**config.mk**
```make
export PLATFORM = sky130hd
export DESIGN_NAME = otse_front
export DESIGN_NICKNAME = d
export VERILOG_FILES = /design/src/hw/rtl/otse_pkg.sv /design/src/hw/rtl/otse_fifo.sv /design/src/hw/rtl/otse_front.sv
export SDC_FILE = /design/constraint.sdc
export NUM_CORES = 1
export LEC_CHECK = 0
export BUFFER_PORTS_ARGS = -buffer_cell sky130_fd_sc_hd__buf_2
export CORE_MARGIN = 2
export CORE_UTILIZATION = 50
export CTS_CLUSTER_DIAMETER = 40
export DETAILED_ROUTE_END_ITERATION = 10
export PLACE_DENSITY = 0.72
export SLEW_MARGIN = 0
export SYNTH_ARGS = -nofsm -noshare
export SYNTH_HDL_FRONTEND = slang
export SYNTH_SLANG_ARGS = --single-unit
```
**constraint.sdc**
```tcl
create_clock -name clk -period 6.6 [get_ports clk]
set_input_delay 1.98 -clock clk [delete_from_list [all_inputs] [get_ports clk]]
set_output_delay 1.98 -clock clk [all_outputs]
set_load 0.05 [all_outputs]
```
**src/hw/rtl/otse_pkg.sv**
```systemverilog
// Shared types, constants and helpers of the ordered target statistic encoder.
package otse_pkg;

  localparam int CATEGORY_SLOTS = 1024;
  localparam int MAX_CLASSES    = 4;
  localparam int ROW_BITS       = 20;
  localparam int CAT_W          = $clog2(CATEGORY_SLOTS);
  localparam int CNT_W          = 20;
  localparam int ROWS_W         = 21;
  localparam int SUM_W          = 52;
  localparam int DIV_NUM_W      = 60;
  localparam int DIV_DEN_W      = 43;
  localparam int DIV_Q_W        = 32;
  localparam int QUEUE_DEPTH    = 2;
  localparam int ADDR_W         = 5;

  localparam logic [19:0] ROW_MASK = (ROW_BITS >= 20) ? 20'hFFFFF : 20'((1 << ROW_BITS) - 1);
  localparam logic [SUM_W-1:0] ONE_Q16 = SUM_W'(65536);

  localparam logic [2:0] REG_CTR_MODE   = 3'd0;
  localparam logic [2:0] REG_STRENGTH   = 3'd1;
  localparam logic [2:0] REG_CLASS_CNT  = 3'd2;
  localparam logic [2:0] REG_PRIOR0     = 3'd3;
  localparam logic [2:0] REG_PRIOR1     = 3'd4;
  localparam logic [2:0] REG_PRIOR2     = 3'd5;
  localparam logic [2:0] REG_PRIOR3     = 3'd6;

  localparam logic OP_COUNT  = 1'b0;
  localparam logic OP_ENCODE = 1'b1;
  localparam logic MODE_MEAN = 1'b0;

  typedef struct packed {
    logic               operation;
    logic [9:0]         category;
    logic signed [31:0] label;
    logic [19:0]        row_number;
  } item_t;

  typedef struct packed {
    logic [19:0]        row_out;
    logic [1:0]         column;
    logic signed [31:0] encoded_value;
    logic               last;
  } result_t;

  // Request as classified by the front end.
  typedef struct packed {
    logic               op;
    logic [CAT_W-1:0]   cat;
    logic signed [31:0] label;
    logic [19:0]        row;
    logic [1:0]         cls;
    logic               cls_ok;
  } work_t;

  typedef struct packed {
    logic                      ctr_mode;
    logic [15:0]               strength;
    logic [2:0]                class_count;
    logic [3:0][31:0]          prior;
  } cfg_t;

  typedef enum logic [3:0] {
    ST_CLEAR, ST_IDLE, ST_READ, ST_LOAD, ST_M_PROD, ST_M_NUM,
    ST_F_MUL1, ST_F_MUL2, ST_F_MUL3, ST_F_NUM, ST_DIV, ST_EMIT, ST_UPDATE
  } back_state_t;

  function automatic logic [SUM_W-1:0] sat_add(input logic [SUM_W-1:0] a,
                                               input logic [SUM_W-1:0] b);
    logic [SUM_W:0] s;
    s = {a[SUM_W-1], a} + {b[SUM_W-1], b};
    if (s[SUM_W] != s[SUM_W-1]) begin
      sat_add = s[SUM_W] ? {1'b1, {(SUM_W-1){1'b0}}} : {1'b0, {(SUM_W-1){1'b1}}};
    end else begin
      sat_add = s[SUM_W-1:0];
    end
  endfunction

endpackage

```
**src/hw/rtl/otse_fifo.sv**
```systemverilog
// Small register queue with full and empty flags.
module otse_fifo #(
  parameter int WIDTH = 8,
  parameter int DEPTH = 2
) (
  input  logic             clk,
  input  logic             rst,
  input  logic             wr,
  input  logic [WIDTH-1:0] wdata,
  input  logic             rd,
  output logic [WIDTH-1:0] rdata,
  output logic             full,
  output logic             empty
);
  localparam int AW = (DEPTH > 1) ? $clog2(DEPTH) : 1;
  localparam int CW = $clog2(DEPTH + 1);

  logic [WIDTH-1:0] mem [DEPTH];
  logic [AW-1:0]    wr_ptr;
  logic [AW-1:0]    rd_ptr;
  logic [CW-1:0]    count;
  logic             do_wr;
  logic             do_rd;

  assign full  = (count == CW'(DEPTH));
  assign empty = (count == '0);
  assign do_wr = wr && !full;
  assign do_rd = rd && !empty;
  assign rdata = mem[rd_ptr];

  always_ff @(posedge clk) begin
    if (rst) begin
      wr_ptr <= '0;
      rd_ptr <= '0;
      count  <= '0;
    end else begin
      if (do_wr) begin
        wr_ptr <= (wr_ptr == AW'(DEPTH - 1)) ? '0 : wr_ptr + 1'b1;
      end
      if (do_rd) begin
        rd_ptr <= (rd_ptr == AW'(DEPTH - 1)) ? '0 : rd_ptr + 1'b1;
      end
      if (do_wr && !do_rd) begin
        count <= count + 1'b1;
      end else if (do_rd && !do_wr) begin
        count <= count - 1'b1;
      end
    end
  end

  always_ff @(posedge clk) begin
    if (do_wr) begin
      mem[wr_ptr] <= wdata;
    end
  end
endmodule

```
**src/hw/rtl/otse_front.sv**
```systemverilog
// Front end: accepts requests, classifies them and queues them for the back end.
module otse_front (
  input  logic              clk,
  input  logic              rst,
  input  logic              push,
  input  otse_pkg::item_t   item,
  input  logic              clearing,
  output logic              full,
  input  logic              work_pop,
  output otse_pkg::work_t   work,
  output logic              work_empty
);
  otse_pkg::work_t cls_item;
  logic            queue_full;
  logic            neg;
  logic [32:0]     mag;
  logic [16:0]     rounded;

  // Round the label half away from zero to find its class.
  always_comb begin
    neg     = item.label[31];
    mag     = neg ? 33'(-{item.label[31], item.label}) : {1'b0, item.label};
    rounded = 17'((mag + 33'd32768) >> 16);
    cls_item.op     = item.operation;
    cls_item.cat    = otse_pkg::CAT_W'(item.category);
    cls_item.label  = item.label;
    cls_item.row    = item.row_number & otse_pkg::ROW_MASK;
    cls_item.cls    = rounded[1:0];
    cls_item.cls_ok = (!neg || rounded == '0) && (rounded < 17'(otse_pkg::MAX_CLASSES));
  end

  assign full = queue_full || clearing;

  otse_fifo #(
    .WIDTH($bits(otse_pkg::work_t)),
    .DEPTH(otse_pkg::QUEUE_DEPTH)
  ) u_queue (
    .clk  (clk),
    .rst  (rst),
    .wr   (push && !full),
    .wdata(cls_item),
    .rd   (work_pop),
    .rdata(work),
    .full (queue_full),
    .empty(work_empty)
  );
endmodule

```
==> results.sh <==
export IMPL_nets=602
export IMPL_clkLatencyLatePin_ps=410
export IMPL_ys_async_sr_fraction_pct=0
export IMPL_cts_sinks=137
export IMPL_ys_ff_latch=137
export IMPL_clock_root_buffer="clkbuf_16"
export IMPL_crit_arrival_ps=4930
export IMPL_rows=40
export IMPL_status="completed"
export IMPL_cts_tree="yes"
export IMPL_synthFlopType="edfxtp_1"
export IMPL_grt_max_degree=48
export IMPL_core_um2=11900
export IMPL_multi_input_area_um2=1860
export IMPL_grt_pass1_vias=3859
export IMPL_wirelength_um=12300
export IMPL_antenna_cells=0
export IMPL_synthDistinctLibCells=55
export IMPL_die_y_um=114
export IMPL_peakVddDrop_mv=0.149
export IMPL_relSlewSlack_pct=25.9
export IMPL_yosysWarnings=0
export IMPL_pre_cts_ws_ps=1460
export IMPL_track_usage_pct=19.3
export IMPL_fin_util_pct=63.0
export IMPL_crit_required_ps=6820
export IMPL_synth_mux_area_share_pct=12.6
export IMPL_reg2reg_to="u_queue.mem[0][23]"
export IMPL_worst_hold_slack_ps=516
export IMPL_drc_errors=0
export IMPL_detailed_place_hpwl_um=8150
export IMPL_drtIter0Drc=258
export IMPL_portBuffers=135
export IMPL_layout_common_cells="buf_2 (135), edfxtp_1 (132), mux2_2 (66)"
export IMPL_areaGrowthSynthToFinish_pct=24.1
export IMPL_rsz0062_at_grt="no"
export IMPL_synth_compound_area_share_pct=6.52
export IMPL_design_power_total_mw=3.06
export IMPL_antenna_found_initial=0
export IMPL_synth_xor_area_share_pct=3.04
export IMPL_r2r_slack_ps=4140
export IMPL_dp_cells=660
export IMPL_netlist_area_um2=6040
export IMPL_final_setup_worst_slack_ps=1890
export IMPL_grt_pass1_wl_um=19000
export IMPL_crit_path_max_fanout=20
export IMPL_place_area_um2=6850
export IMPL_gp_congestion=0.868
export IMPL_hold_viol=0
export IMPL_clkSlewWorstSetupHoldPaths_ps=50
export IMPL_drtPass1Iterations=5
export IMPL_path_class="primary input to register"
export IMPL_h_tree_depth=4
export IMPL_synth_fa_ha_area_share_pct=0.414
export IMPL_start_kind="primary input"
export IMPL_antenna_left=0
export IMPL_hp_class="register to register"
export IMPL_cts_resized_gates=0
export IMPL_gr_total_overflow=0
export IMPL_cellPowerDensity_nw_per_um2=408
export IMPL_cts_setup_buffers=0
export IMPL_wire_per_inst_um=17.7
export IMPL_ioPinCount=136
export IMPL_reg2reg_depth=5
export IMPL_r2r_start="u_queue.count[0]"
export IMPL_start_util_pct=50.7
export IMPL_max_freq_mhz=212
export IMPL_final_max_slew_viol_count=0
export IMPL_final_common_cell="buf_2"
export IMPL_p_leak_nw=2.73
export IMPL_fillCellCount=926
export IMPL_die_area_um2=13000
export IMPL_hp_start="u_queue.rd_ptr"
export IMPL_yosys_area_share_simple_pct=7.97
export IMPL_syn_nets=464
export IMPL_cts_buffers=17
export IMPL_regArea_um2=4070
export IMPL_layout_cells_non_filler=692
export IMPL_synth_seq_area_share_pct=67.2
export IMPL_dieWidth_um=114
export IMPL_synth_top_family_by_area="multiplexers"
export IMPL_synth_avg_cell_area_um2=15.3
export IMPL_synth_edff_count=132
export IMPL_cp_end_kind="register"
export IMPL_setup_tns_ps=0
export IMPL_hold_path_depth=2
export IMPL_clock_path_buffers=2
export IMPL_maxCapViolCount=0
export IMPL_holdBufCountCts=0
export IMPL_min_period_ps=4710
export IMPL_viasPerCell=5.56
export IMPL_num_vias=3845
export IMPL_setup_viol_count_final=0
export IMPL_layout_drive_gt1_share_pct=45.9
export IMPL_finalClockSkew_ps=5.44
export IMPL_final_period_utilization_pct=71.4
export IMPL_synthCells=394
export IMPL_final_cell_area_um2=7500
export IMPL_tightestPinTransition_ps=1110
-- worst max-delay path, stage by stage --
cell and delay, ps:
buf_2 120, nor4_2 280, nand4_1 130, buf_4 230, or3_1 340, nand2_1 90, xnor2_1 120, ha_1 220
inv_1 120, o31ai_1 270, a31oi_1 110, a31oi_1 190, xnor2_1 100, a2111oi_2 200, o21ai_1 130, nor4_2 290
-- synthesized netlist by cell type, drive strengths merged (4+ instances only) --
cell type    n  share of area [%]
inv          9               0.56
mux2        66                 12
dfxtp        5                1.7
nand4        4               0.41
nor2        15               0.93
clkbuf      14               0.87
a41oi        4               0.70
or3          6               0.62
o21ai       16                1.3
xor2         9                1.3
edfxtp     132                 66
buf          6               0.75
nor3        12                1.3
nor4         5               0.83
and3         4               0.41
xnor2       12                1.7
nand3        9               0.75
nand2       14               0.87
o31ai        6               0.97
a21oi        5               0.41
or2          4               0.41
-- layout make-up --
cell class | count | area share, %
flip-flops and latches | 137 | 54.2
multi-input cells | 228 | 24.7
clock buffers | 18 | 5.72
clock inverters | 14 | 3.04
repair buffers | 139 | 9.41
inverters | 9 | 0.450
well taps | 147 | 2.45
-- how the worst max path moves through the flow --
stage	start	end	slack, ps	depth (start not counted)
after floorplan	clearing	u_queue.mem[0][0]	1080	3
after global placement	item[24]	u_queue.mem[0][0]	1520	16
after detailed placement	item[24]	u_queue.mem[0][0]	1460	16
after CTS	item[24]	u_queue.mem[0][0]	1880	16
after global routing	item[24]	u_queue.mem[0][0]	1580	16
final	item[24]	u_queue.mem[0][0]	1890	16
-- flip-flops by register name, summed over array words and instances, names as in the netlist, named ones only --
name / cells
u_queue.count: 2
u_queue.mem: 132
u_queue.rd_ptr: 1
u_queue.wr_ptr: 1
-- cell families after synthesis --
kind of cell,after synthesis
buf+inv,29
simple gates,85
fa+ha+maj,2
flops,137
mux,68
xor+xnor,21
compound gates,52
-- power breakdown --
| group | switching, mW | total, mW | leakage (nW) | internal [mW] |
|---|---|---|---|---|
| sequential | 0.0640 | 1.11 | 1.25 | 1.04 |
| combinational | 0.643 | 0.910 | 1.16 | 0.267 |
| clock | 0.343 | 1.05 | 0.319 | 0.704 |
| total | 1.05 | 3.06 | 2.73 | 2.01 |
-- layer usage --
layer  GRT usage, %  routed length, um  vias up
met1           23.6               5220     1881
li1               -                  -     1815
met3           4.68                713       20
met5              0                  0        -
met4           8.21                189        0
met2           32.8               6150      129
(Power assumes the default switching activity.)
