$ cat src/hw/rtl/otse_fifo.sv
// Small register queue with full and empty flags.
module otse_fifo #(
  parameter int WIDTH = 8,
  parameter int DEPTH = 2
) (
  input  logic             clk,
  input  logic             rst,
  input  logic             wr,
  input  logic [WIDTH-1:0] wdata,
  input  logic             rd,
  output logic [WIDTH-1:0] rdata,
  output logic             full,
  output logic             empty
);
  localparam int AW = (DEPTH > 1) ? $clog2(DEPTH) : 1;
  localparam int CW = $clog2(DEPTH + 1);

  logic [WIDTH-1:0] mem [DEPTH];
  logic [AW-1:0]    wr_ptr;
  logic [AW-1:0]    rd_ptr;
  logic [CW-1:0]    count;
  logic             do_wr;
  logic             do_rd;

  assign full  = (count == CW'(DEPTH));
  assign empty = (count == '0);
  assign do_wr = wr && !full;
  assign do_rd = rd && !empty;
  assign rdata = mem[rd_ptr];

  always_ff @(posedge clk) begin
    if (rst) begin
      wr_ptr <= '0;
      rd_ptr <= '0;
      count  <= '0;
    end else begin
      if (do_wr) begin
        wr_ptr <= (wr_ptr == AW'(DEPTH - 1)) ? '0 : wr_ptr + 1'b1;
      end
      if (do_rd) begin
        rd_ptr <= (rd_ptr == AW'(DEPTH - 1)) ? '0 : rd_ptr + 1'b1;
      end
      if (do_wr && !do_rd) begin
        count <= count + 1'b1;
      end else if (do_rd && !do_wr) begin
        count <= count - 1'b1;
      end
    end
  end

  always_ff @(posedge clk) begin
    if (do_wr) begin
      mem[wr_ptr] <= wdata;
    end
  end
endmodule

$ cat config.mk
export PLATFORM = sky130hd
export DESIGN_NAME = otse_fifo
export DESIGN_NICKNAME = d
export VERILOG_FILES = /design/src/hw/rtl/otse_fifo.sv
export SDC_FILE = /design/constraint.sdc
export NUM_CORES = 1
export LEC_CHECK = 0
export BUFFER_PORTS_ARGS = -buffer_cell sky130_fd_sc_hd__buf_4
export CAP_MARGIN = 20
export CORE_MARGIN = 2
export CORE_UTILIZATION = 30
export CTS_CLUSTER_DIAMETER = 30
export DETAILED_ROUTE_END_ITERATION = 10
export GPL_ROUTABILITY_DRIVEN = 0
export HOLD_SLACK_MARGIN = 0.12
export PLACE_DENSITY_LB_ADDON = 0.12
export SLEW_MARGIN = 10
export SYNTH_ARGS = -nofsm -noshare
export SYNTH_HDL_FRONTEND = slang
export SYNTH_SLANG_ARGS = --single-unit
$ cat constraint.sdc
create_clock -name clk -period 3.2 [get_ports clk]
set_input_delay 0.64 -clock clk [delete_from_list [all_inputs] [get_ports clk]]
set_output_delay 0.64 -clock clk [all_outputs]
set_load 0.01 [all_outputs]
==> results.sh, run 1 <==
export IMPL_wire_per_inst_um=12.1
export IMPL_ctsHoldBuffers=0
export IMPL_grt_max_degree=12
export IMPL_slew_violations=0
export IMPL_grt_pass1_wl_um=2060
export IMPL_clkSinkCount=21
export IMPL_finalHoldViolCount=0
export IMPL_ioPinCount=22
export IMPL_first_iter_violations=2
export IMPL_drive_above_1_share_pct=44.6
export IMPL_cellPowerDensity_nw_per_um2=744
export IMPL_cts_resized=0
export IMPL_arrival_ns=1.40
export IMPL_antenna_found_initial=0
export IMPL_die_area_sq_um=3070
export IMPL_setup_slack_ns=1.16
export IMPL_post_cts_buffers=0
export IMPL_max_slew_margin_rel_pct=73.8
export IMPL_path_max_fanout=8
export IMPL_yosysWarnings=0
export IMPL_root_buffer="clkbuf_4"
export IMPL_p_total_uw=751
export IMPL_core_area_sq_um=2500
export IMPL_hold_class="register to register"
export IMPL_cts_buffer_depth=2
export IMPL_rows=18
export IMPL_final_cells=104
export IMPL_fin_hold_ws_ns=0.502
export IMPL_p_leak_nw=0.396
export IMPL_routed_wl_um=1260
export IMPL_critPathKind="register to primary output"
export IMPL_worstSetupEndpointType="primary output"
export IMPL_tightest_slew_ns=0.393
export IMPL_r2r_slack_ns=1.61
export IMPL_area_growth_pct=27.3
export IMPL_dr_pass1_iters=3
export IMPL_ys_ff_latch=21
export IMPL_dp_cells=100
export IMPL_grt_ovfl_total=0
export IMPL_start_util_pct=31.7
export IMPL_fin_crit_sh_pct=63.8
export IMPL_finalSetupViolations=0
export IMPL_grt_pass1_vias=447
export IMPL_insertion_delay_ns=0.30
export IMPL_die_width_um=55.4
export IMPL_worstPathRequired_ns=2.56
export IMPL_fill_cells=264
export IMPL_htree_num_levels=1
export IMPL_postSynthCellCount=50
export IMPL_route_detailed_drc=0
export IMPL_syn_area_per_cell_sq_um=15.9
export IMPL_layout_nets=88
export IMPL_vias_per_cell=4.45
export IMPL_place_hpwl_um=921
export IMPL_tritoncts="done"
export IMPL_rsz0062_at_grt="no"
export IMPL_ir_drop_mv=0.389
export IMPL_ys_seq_area_share_pct=73.2
export IMPL_syn_area_sq_um=793
export IMPL_yosysUniqueCellTypes=13
export IMPL_status="completed"
export IMPL_skew_ns=0.00427
export IMPL_diodes=0
export IMPL_critPathLaunchType="register"
export IMPL_grt_use_total_pct=8.88
export IMPL_port_buffers=21
export IMPL_min_period_ns=2.04
export IMPL_cap_violations=0
export IMPL_tns_ns=0
export IMPL_syn_nets=63
export IMPL_dp_slack_ns=1.39
export IMPL_die_y_um=55.4
export IMPL_via_count=463
export IMPL_path_clk_slew_ns=0.10
export IMPL_fmax_ghz=0.490
export IMPL_drtAntennaViolNets=0
export IMPL_cts_buffers=3
==> cells in the final DEF, fill, tap and decap left out <==
cell      instances
a21oi_1           2
and2_1            1
buf_4            21
clkbuf_1          1
clkbuf_4          3
dfxtp_1           5
edfxtp_1         16
ha_1              1
inv_1             2
mux2_2            8
nor2_1            5
nor2b_2           1
o21ai_0           3
or3_1             2
xor2_1            3
==> metal layers <==
layer	up-vias	global-route usage, %	wire length, um
met3	2	4.45	89
met1	219	10.5	527
met4	0	2.09	9
met2	14	14.5	633
met5	-	0	0
li1	228	-	-
==> final cells by class <==
| cell class | instances | area [sq um] | area share, % |
|---|---|---|---|
| flip-flops and latches | 21 | 581 | 57.5 |
| multi-input cells | 26 | 200 | 19.8 |
| repair buffers | 21 | 158 | 15.6 |
| well taps | 30 | 37.5 | 3.72 |
| clock buffers | 4 | 26.3 | 2.60 |
| inverters | 2 | 7.51 | 0.743 |
==> where the power goes <==
part,switching (mW),total (mW),internal [mW]
sequential,0.0368,0.385,0.348
combinational,0.109,0.244,0.134
clock,0.0742,0.123,0.0485
total,0.221,0.751,0.531
==> worst paths after layout <==
check / from / endpoint / cells after the start
min reg2reg: wr_ptr / wr_ptr / 2
max reg2reg: count[0] / count[1] / 4
max: register / rdata[3] / 2
min: wr_ptr / wr_ptr / 2
==> synth_stat cells (all sizes together) <==
master	n	share of area, %
edfxtp	16	61
mux2	8	11
dfxtp	5	13
nor2	5	2.4
o21ai	3	1.9
xor2	3	3.3
a21oi	2	1.3
inv	2	0.95
or3	2	1.6
and2	1	0.79
buf	1	0.63
ha	1	1.6
nor2b	1	1.1
==> state kept, by name, summed over array words and instances (netlist names), named ones only <==
register,count
mem,16
rd_ptr,1
wr_ptr,1
count,2
==> per-stage QoR <==
step / utilization [%] / cell area (sq um)
after floorplan: - / 793
after global placement: 39.3 / 983
after detailed placement: 39.3 / 983
after CTS: 40.4 / 1010
after global routing: 40.4 / 1010
final: 40.4 / 1010
==> cells by family after synthesis <==
family / share of synthesized area, %
adder cells (fa/ha/maj): 1.58
flip-flops: 73.2
multiplexers: 11.4
AND/OR/NAND/NOR: 5.84
buffers and inverters: 1.58
XOR/XNOR: 3.31
AO/OA/AOI/OAI: 3.15
==> worst max-delay path: stages, from the launching register on <==
cell     delay (ns)
dfxtp_1        0.57
mux2_2         0.39
buf_4          0.14
Note: power is estimated with default switching activity, not from simulation.
==> inputs of run 2 (changes only) <==
clock period = 2.1 ns   (was 3.2 ns; I/O delays follow)
==> run 2 against run 1 <==
First-iteration DRC count grew to 3.0 times the previous value. Global-route usage is 0.35 points higher. Critical path type unchanged. Largest power group unchanged. Core utilization increased by 0.050 points. Highest routed layer unchanged. Register-to-register slack lost 1.1 ns. Total power up 53%. Clock power rose by 56%. Worst hold slack lost 0.21 ns. Combinational power increased by 52%. Flip-flop and latch count unchanged. Final cell count stayed put. Die area stayed put.
==> results.sh, run 2 (synthesized netlist as in run 1, its figures left out) <==
export IMPL_status="completed"
export IMPL_fmax_ghz=0.546
export IMPL_route_detailed_drc=0
export IMPL_dr_pass1_iters=2
export IMPL_die_area_sq_um=3070
export IMPL_rsz0062_at_grt="no"
export IMPL_first_iter_violations=6
export IMPL_grt_use_total_pct=9.23
export IMPL_wire_per_inst_um=12.3
export IMPL_hold_class="input port to register"
export IMPL_largest_register="mem"
export IMPL_htree_num_levels=1
export IMPL_crit_buf_inv=1
export IMPL_critPathLaunchType="register"
export IMPL_p_seq_share_pct=51.0
export IMPL_rows=18
export IMPL_layout_nets=88
export IMPL_finalSetupViolations=0
export IMPL_diodes=0
export IMPL_antenna_found_initial=0
export IMPL_dp_cells=100
export IMPL_critPathMaxStageDelay_ns=0.58
export IMPL_worstPathRequired_ns=1.68
export IMPL_p_int_uw=806
export IMPL_swShare_pct=29.8
export IMPL_port_buffers=21
export IMPL_tightest_slew_ns=0.407
export IMPL_die_width_um=55.4
export IMPL_place_hpwl_um=927
export IMPL_critPathKind="register to primary output"
export IMPL_r2r_slack_ns=0.51
export IMPL_p_comb_share_pct=32.3
export IMPL_area_growth_pct=27.4
export IMPL_ioPinCount=22
export IMPL_cts_buffer_depth=2
export IMPL_power_switching_uw=342
export IMPL_tns_ns=0
export IMPL_worstPathCellList="mux2_2 -> buf_4"
export IMPL_finalHoldViolCount=0
export IMPL_final_cells=104
export IMPL_p_clk_share_pct=16.7
export IMPL_root_buffer="clkbuf_4"
export IMPL_min_period_ns=1.83
export IMPL_fin_crit_sh_pct=87.2
export IMPL_cts_buffers=3
export IMPL_cap_violations=0
export IMPL_p_leak_nw=0.399
export IMPL_grt_pass1_wl_um=2080
export IMPL_routed_wl_um=1280
export IMPL_dpl_cell_area_sq_um=983
export IMPL_hp_start="wdata[6]"
export IMPL_path_clk_slew_ns=0.12
export IMPL_ir_drop_mv=0.598
export IMPL_die_y_um=55.4
export IMPL_drtAntennaViolNets=0
export IMPL_post_cts_buffers=0
export IMPL_cpMaxStageDelayCell="dfxtp_1"
export IMPL_arrival_ns=1.41
export IMPL_cellPowerDensity_nw_per_um2=1140
export IMPL_fill_cells=245
export IMPL_rr_startpoint="count[1]"
export IMPL_crit_family="flip-flops"
export IMPL_via_count=448
export IMPL_insertion_delay_ns=0.30
export IMPL_seq_area_sq_um=581
export IMPL_tritoncts="done"
export IMPL_path_max_fanout=8
export IMPL_final_cell_mix="buf_4, edfxtp_1, mux2_2"
export IMPL_slew_violations=0
export IMPL_grt_max_degree=13
export IMPL_start_util_pct=31.7
export IMPL_cts_resized=0
export IMPL_grt_pass1_vias=463
export IMPL_largest_reg_flops=16
export IMPL_final_common_cell="buf_4"
export IMPL_drive_above_1_share_pct=45.9
export IMPL_finish_instance_area_sq_um=1010
export IMPL_worstSetupEndpointType="primary output"
export IMPL_layout_top_registers="mem x16, count x2"
export IMPL_grt_ovfl_total=0
export IMPL_max_slew_margin_rel_pct=72.9
export IMPL_ctsHoldBuffers=0
export IMPL_multi_input_area_sq_um=200
export IMPL_skew_ns=0.00634
export IMPL_vias_per_cell=4.31
export IMPL_core_area_sq_um=2500
export IMPL_clkSinkCount=21
run 2: changes by cell type in the layout (fill, tap and decap cells not counted):
| cell | delta |
|---|---|
| clkinv_2 | +1 |
| clkbuf_1 | -1 |
run 2: cell type report:
type / count / area share, %
clock buffers: 3 / 2.23
well taps: 30 / 3.71
flip-flops and latches: 21 / 57.4
multi-input cells: 26 / 19.8
repair buffers: 21 / 15.6
inverters: 2 / 0.743
clock inverters: 1 / 0.495
run 2: path summary, 6_finish.rpt:
kind	endpoint	cells past startpoint
setup reg to reg	count[1]	5
hold / removal	mem[1][6]	1
setup / recovery	rdata[1]	2
hold reg to reg	wr_ptr	2
run 2: through the flow:
step                      total power, mW  hold WS, ns  setup slack [ns]  util [%]
final                                1.15        0.292             0.269      40.4
after global routing                 1.23        0.267             0.171      40.4
after CTS                            1.17        0.277             0.227      40.4
after detailed placement            0.976        0.483             0.516      39.3
after global placement              0.973        0.463             0.553      39.3
after floorplan                     0.810        0.452             0.608         -
run 2: layer usage:
metal	vias to the layer above	part of all wire, %	GRT usage, %	wire, um
met5	-	0	0	0
met1	206	44	11.1	560
met4	0	0.93	6.27	12
met2	11	52	14.5	665
li1	229	-	-	-
met3	2	3.5	2.34	45
run 2: power by group through the flow:
stage                     Combinational, mW  Sequential [mW]  Clock [mW]
after detailed placement              0.378            0.598           0
after CTS                             0.380            0.588       0.204
final                                 0.371            0.585       0.192
after floorplan                       0.245            0.565           0
after global routing                  0.411            0.599       0.219
after global placement                0.377            0.597           0
